--- src/hw/rtl/vxs_pkg.sv ---
// ----------------------------------------------------------------------------
// Voxel store package
// Field widths, operation codes and shared types of the voxel store.
// ----------------------------------------------------------------------------
package vxs_pkg;

  localparam int unsigned MODE_W      = 2;
  localparam int unsigned POS_XZ_W    = 4;
  localparam int unsigned POS_Y_W     = 7;
  localparam int unsigned TYPE_W      = 8;
  localparam int unsigned ATTR_W      = 8;
  localparam int unsigned TOP_W       = 7;
  localparam int unsigned CFG_W       = 8;
  localparam int unsigned CFG_IDX_W   = 1;
  localparam int unsigned QUEUE_DEPTH = 2;

  typedef enum logic [MODE_W-1:0] {
    MODE_WRITE  = 2'd0,
    MODE_READ   = 2'd1,
    MODE_HEIGHT = 2'd2,
    MODE_CLEAR  = 2'd3
  } mode_e;

  // OP_NULL: coordinate outside the grid, nothing changes
  typedef enum logic [2:0] {
    OP_WRITE  = 3'd0,
    OP_READ   = 3'd1,
    OP_HEIGHT = 3'd2,
    OP_CLEAR  = 3'd3,
    OP_NULL   = 3'd4
  } op_e;

  typedef enum logic [CFG_IDX_W-1:0] {
    CFG_AIR_CODE     = 1'b0,
    CFG_DEFAULT_ATTR = 1'b1
  } cfg_reg_e;

  typedef struct packed {
    logic [TYPE_W-1:0] cell_type;
    logic [ATTR_W-1:0] cell_attr;
    logic [TOP_W-1:0]  column_top;
    logic              column_empty;
  } rsp_t;

  localparam rsp_t RSP_NONE = '{cell_type: '0, cell_attr: '0, column_top: '0,
                                column_empty: 1'b1};

endpackage

--- src/hw/rtl/vxs_cmd_fifo.sv ---
// ----------------------------------------------------------------------------
// Voxel store command queue
// Short FIFO between front and back end so each side stalls on its own.
// ----------------------------------------------------------------------------
module vxs_cmd_fifo import vxs_pkg::*; #(
  parameter type data_t = logic
) (
  input  logic  clk_i,
  input  logic  rst_ni,
  input  logic  push_valid_i,
  output logic  push_ready_o,
  input  data_t push_data_i,
  output logic  pop_valid_o,
  input  logic  pop_ready_i,
  output data_t pop_data_o
);

  localparam int unsigned PTR_W = (QUEUE_DEPTH > 1) ? $clog2(QUEUE_DEPTH) : 1;
  localparam int unsigned CNT_W = $clog2(QUEUE_DEPTH + 1);

  data_t            mem_q [QUEUE_DEPTH];
  logic [PTR_W-1:0] wr_ptr_q, wr_ptr_d;
  logic [PTR_W-1:0] rd_ptr_q, rd_ptr_d;
  logic [CNT_W-1:0] count_q, count_d;
  logic             push;
  logic             pop;

  assign push_ready_o = (count_q != CNT_W'(QUEUE_DEPTH));
  assign pop_valid_o  = (count_q != '0);
  assign pop_data_o   = mem_q[rd_ptr_q];
  assign push         = push_valid_i && push_ready_o;
  assign pop          = pop_valid_o && pop_ready_i;

  always_comb begin
    wr_ptr_d = wr_ptr_q;
    rd_ptr_d = rd_ptr_q;
    count_d  = count_q;
    if (push) begin
      wr_ptr_d = (wr_ptr_q == PTR_W'(QUEUE_DEPTH - 1)) ? '0 : wr_ptr_q + 1'b1;
    end
    if (pop) begin
      rd_ptr_d = (rd_ptr_q == PTR_W'(QUEUE_DEPTH - 1)) ? '0 : rd_ptr_q + 1'b1;
    end
    if (push && !pop) begin
      count_d = count_q + 1'b1;
    end else if (pop && !push) begin
      count_d = count_q - 1'b1;
    end
  end

  always_ff @(posedge clk_i or negedge rst_ni) begin
    if (!rst_ni) begin
      wr_ptr_q <= '0;
      rd_ptr_q <= '0;
      count_q  <= '0;
    end else begin
      wr_ptr_q <= wr_ptr_d;
      rd_ptr_q <= rd_ptr_d;
      count_q  <= count_d;
    end
  end

  always_ff @(posedge clk_i) begin
    if (push) begin
      mem_q[wr_ptr_q] <= push_data_i;
    end
  end

endmodule

--- config.mk ---
export PLATFORM = sky130hd
export DESIGN_NAME = vxs_cmd_fifo
export DESIGN_NICKNAME = d
export VERILOG_FILES = /design/src/hw/rtl/vxs_pkg.sv /design/src/hw/rtl/vxs_cmd_fifo.sv
export SDC_FILE = /design/constraint.sdc
export NUM_CORES = 1
export LEC_CHECK = 0
export ABC_CLOCK_PERIOD_IN_PS = 1570
export BUFFER_PORTS_ARGS = -buffer_cell sky130_fd_sc_hd__buf_2
export CAP_MARGIN = 40
export CORE_AREA = 4 4 41 43
export DETAILED_ROUTE_END_ITERATION = 7
export DIE_AREA = 0 0 45 47
export GPL_TIMING_DRIVEN = 0
export PLACE_DENSITY_LB_ADDON = 0.2
export SKIP_LAST_GASP = 1
export SYNTH_ARGS = -nofsm -noshare
export SYNTH_HDL_FRONTEND = slang
export SYNTH_SLANG_ARGS = --single-unit
--- constraint.sdc ---
create_clock -name clk_i -period 1.57 [get_ports clk_i]
set_input_delay 0.0785 -clock clk_i [delete_from_list [all_inputs] [get_ports clk_i]]
set_output_delay 0.0785 -clock clk_i [all_outputs]
set_load 0.01 [all_outputs]
### Word-level counts from Yosys, hierarchy flattened

Memories as Yosys holds them, arrays and structs flattened.
Cells that the tools add are included.

| operators by class | value |
|---|---|
| add/subtract/negate cells | 4 |
| equality and inequality tests | 1 |
| muxes and demuxes | 6 |
| reductions and logical operators | 8 |

Operator list:

| operator | count |
|---|---|
| logical AND 1 bit | 4 |
| 2-to-1 mux 1 bit | 4 |
| 2-to-1 mux 2 bit | 2 |
| nonzero test 2 bit | 2 |
| adder 1 bit, second input constant | 2 |
| adder 2 x 1 -> 2 bit, second input constant | 1 |
| zero test 1 bit | 2 |
| != test 2 bit, second input constant | 1 |
| subtractor 2 x 1 -> 2 bit, second input constant | 1 |

| word-level totals | value |
|---|---|
| flip-flop bits (word level) | 4 |
| memory bits (writable) | 2 |
| output and inout bits | 3 |
| memories | 1 |

Memory list:

| name | words | width | rd ports | clocked after Yosys merged registers in | wr ports | line | RTL |
|---|---|---|---|---|---|---|---|
| mem_q | 2 | 1 | 1 | 0 | 1 | vxs_cmd_fifo.sv:21 | `data_t mem_q [QUEUE_DEPTH];` |

### Longest topological paths before layout

| depth | value |
|---|---|
| depth in word-level cells | 6 |
| depth in mapped cells | 7 |
| depth with buffers taken out | 7 |

### Worst setup path after synthesis

Ideal clock, no wire load.

| path | value |
|---|---|
| path kind | register -> register |
| start point | register count_q[0] |
| end point | register count_q[1] |
| arrival | 1.285 ns |
| data required time | 1.491 ns |
| path slack | 0.206 ns |
| stages on the path, launching flop included | 7 |
| path buffers | 0 |
| period minus slack after synthesis | 1.364 ns |
| cells stage by stage | dfrtp_1 > nand2b_4 > nand2_1 > inv_1 > ha_1 > nor2_1 > xor2_1 |

| on the way | value |
|---|---|
| longest elaborated chain between the ends | 5 |
| elaborated cells between the ends (all ways) | 13 |
| classes of those cells | add/sub: 2; eq/ne: 1; mux: 2; reduce/logical: 8 |

Ends and longest elaborated chain:

| item | line | RTL |
|---|---|---|
| start: declaration | vxs_cmd_fifo.sv:24 | `logic [CNT_W-1:0] count_q, count_d;` |
| start signal: assignment | vxs_cmd_fifo.sv:59 | `count_q <= count_d;` |
| != test 2 bit * | vxs_cmd_fifo.sv:28 | `assign push_ready_o = (count_q != CNT_W'(QUEUE_DEPTH));` |
| named net push_ready_o | vxs_cmd_fifo.sv:11 | `output logic push_ready_o,` |
| logical AND 1 bit * | vxs_cmd_fifo.sv:31 | `assign push = push_valid_i && push_ready_o;` |
| named net push | vxs_cmd_fifo.sv:25 | `logic push;` |
| zero test 1 bit | vxs_cmd_fifo.sv:46 | `end else if (pop && !push) begin` |
| logical AND 1 bit | vxs_cmd_fifo.sv:46 |  |
| nonzero test 2 bit (no source line) | - |  |

Mark *: on every way through the listed nets, which the timed path passes. The rest lies on a longest branch. The select of a mux whose other input is x is not followed.
A chain may end at the register's enable or synchronous reset.

### Final worst setup path

| path | value |
|---|---|
| start point | register count_q[0] |
| end point | register count_q[1] |

| on the way | value |
|---|---|
| longest elaborated chain between the ends | 5 |
| elaborated cells between the ends (all ways) | 13 |
| classes of those cells | add/sub: 2; eq/ne: 1; mux: 2; reduce/logical: 8 |

Ends and longest elaborated chain:

| item | line |
|---|---|
| != test 2 bit * | vxs_cmd_fifo.sv:28 |
| logical AND 1 bit * | vxs_cmd_fifo.sv:31 |
| named net push | vxs_cmd_fifo.sv:25 |
| zero test 1 bit | vxs_cmd_fifo.sv:46 |
| logical AND 1 bit | vxs_cmd_fifo.sv:46 |
| nonzero test 2 bit (no source line) | - |

Marked as above.

==> impl_metrics.yaml <==
global_route:
  grt_pass1_wl_um: 869
  grt_max_degree: 5
  grt_antenna_before_repair: 0
  grt_pass1_vias: 193
  track_usage_pct: 6.76
  gr-total-overflow: 0
clock_network:
  cts_buffer_depth: 2
  cts-buffers-inserted: 3
  clk_latency_ns: 0.25
  cts_tree: "done"
  cts_resized: 0
  h-tree-depth: 1
  root_buffer: "clkbuf_4"
  cts.sinks: 6
  path_clk_slew_ns: 0.05
timing:
  tightest_slew_ns: 0.173
  fin_tns_setup_ns: 0
  max_clock_freq_mhz: 696
  relSlewSlack_pct: 88.5
  period_share_pct: 91.5
  setup_viol: 0
  worst_slack_ns: 0.133
  hold_viol: 0
  rsz0062_at_grt: "false"
  clock_skew_ns: 0.00251
  finalCriticalPeriod_ns: 1.44
  slew_violations: 0
placed_design:
  placed_cell_area_um2: 337
  post-dp-hpwl_um: 364
  io_buffer_count: 7
  place.gp.congestion: 0.697
  place_ws_ns: 0.125
layout:
  fin_nets: 40
  diodes: 0
  fin_util_pct: 28.7
  stdcell_area_um2: 373
  syn2layout_area_growth_pct: 31.9
  final_layout_size_suffix_gt1_share_pct: 42.4
  final_common_cell: "buf_2"
  layout_common_cells: "buf_2, dfrtp_1, xnor2_1, clkbuf_4"
logic_synthesis:
  syn_inst: 21
  ys_seq_area_share_pct: 56.6
  ys_warn_count: 0
  synth_top_area_cell: "dfrtp_1"
  synth.top_cell.area_share_pct: 35.4
  avgSynthCellArea_um2: 13.5
  synth_area_leaders: "dfrtp_1, edfxtp_1, xnor2_1"
  synth_nets: 27
  syn_area_um2: 283
  synth_seq_cells: 6
  yosys.cell_types.count: 13
floorplanning:
  dieArea_mm2: 0.00212
  rows: 13
  fp.coreArea_mm2: 0.00130
  boundaryPins: 8
  start_util_pct: 21.7
  die_h_um: 47
  fp.dieW_um: 45
power_and_ir_drop:
  p_total_uw: 760
  leakagePower_nw: 0.175
  powerDensity_mw_per_mm2: 2040
  peakVddDrop_uv: 552
flow_run:
  cap_violations: 0
setup_path:
  start_kind: "flop"
  critPathKind: "flop to flop"
  crit_fanout: 4
  r2r_slack_ns: 0.13
  crit_required_ns: 1.75
  arrival_ns: 1.62
  critPathCaptureType: "flop"
routing:
  drc: 0
  drt_first_pass_iters: 1
  routed_via_density: 3.81
  routed_wl_um: 496
  final_antenna_net_count: 0
  routedWlPerCell_um: 10.3
  vias: 183
  drt_iter0_markers: 0
hold_path:
  hold_path.class: "input pin to flop"
outcome:
  status: "complete, no violations"
## critical path, cell delays in order, from the launching register on
cell and delay, ns:
dfrtp_1 0.42, nand2b_4 0.17, nand2_1 0.12, inv_1 0.06
ha_1 0.20, xor2_1 0.14, nor2_1 0.11, xor2_1 0.15
## state kept, by name (all words and copies together) (netlist names)
name / flops
count_q: 2
mem_q: 2
rd_ptr_q: 1
wr_ptr_q: 1
## layer usage
metal  part of all wire, %  track usage [%]
met5                     0                0
met4                   3.4             10.5
met3                    12             2.30
met2                    41             7.34
met1                    43             8.10
## logic make-up (layout without fill, tap and decap cells)
group,after synthesis,in the layout,share of synthesized area (%)
XOR/XNOR,5,5,15.5
adder cells (fa/ha/maj),1,1,4.42
buffers and inverters,1,13,1.33
flip-flops,6,6,56.6
multiplexers,1,1,3.98
AND/OR/NAND/NOR,7,7,18.1
## cell type report
| class | count | area [um^2] |
|---|---|---|
| Tap cell | 15 | 18.8 |
| Sequential cell | 6 | 160 |
| Fill cell | 150 | 928 |
| Clock buffer | 4 | 26.3 |
| Multi-Input combinational cell | 14 | 119 |
| Inverter | 1 | 3.75 |
| Timing Repair Buffer | 8 | 45.0 |
## cell usage after synthesis
library cell and instances:
nand2_4 1, xnor2_1 3, edfxtp_1 2, xor2_1 2, and3_1 1, mux2_2 1
nand2_1 1, nand2b_4 1, inv_1 1, ha_1 1, nor2_1 2, or2_4 1
dfrtp_1 4
## repair_timing
item	CTS	global route
hold endpoints to repair	4	0
buffers inserted	0	0
endpoints found under the setup margin	0	0
hold buffers	1	0
## power by group
group	switching [mW]	internal [mW]
Sequential	0.0609	0.235
Combinational	0.130	0.171
Clock	0.0660	0.0970
## final timing paths
check	start	to	cells after the start
min	push_data_i	mem_q[0]	1
min in group asynchronous	rst_ni	rd_ptr_q	2
max	count_q[0]	count_q[1]	7
min reg2reg	rd_ptr_q	rd_ptr_q	1
max reg2reg	count_q[0]	count_q[1]	7
max in group asynchronous	rst_ni	wr_ptr_q	2
## stage by stage
step / hold slack [ns] / cells
global route: 0.00766 / 48
detailed placement: -0.104 / 43
floorplan: -0.217 / 21
CTS: 0.00708 / 48
finish: 0.0156 / 48
global placement: -0.110 / 43
(Power assumes the default switching activity.)
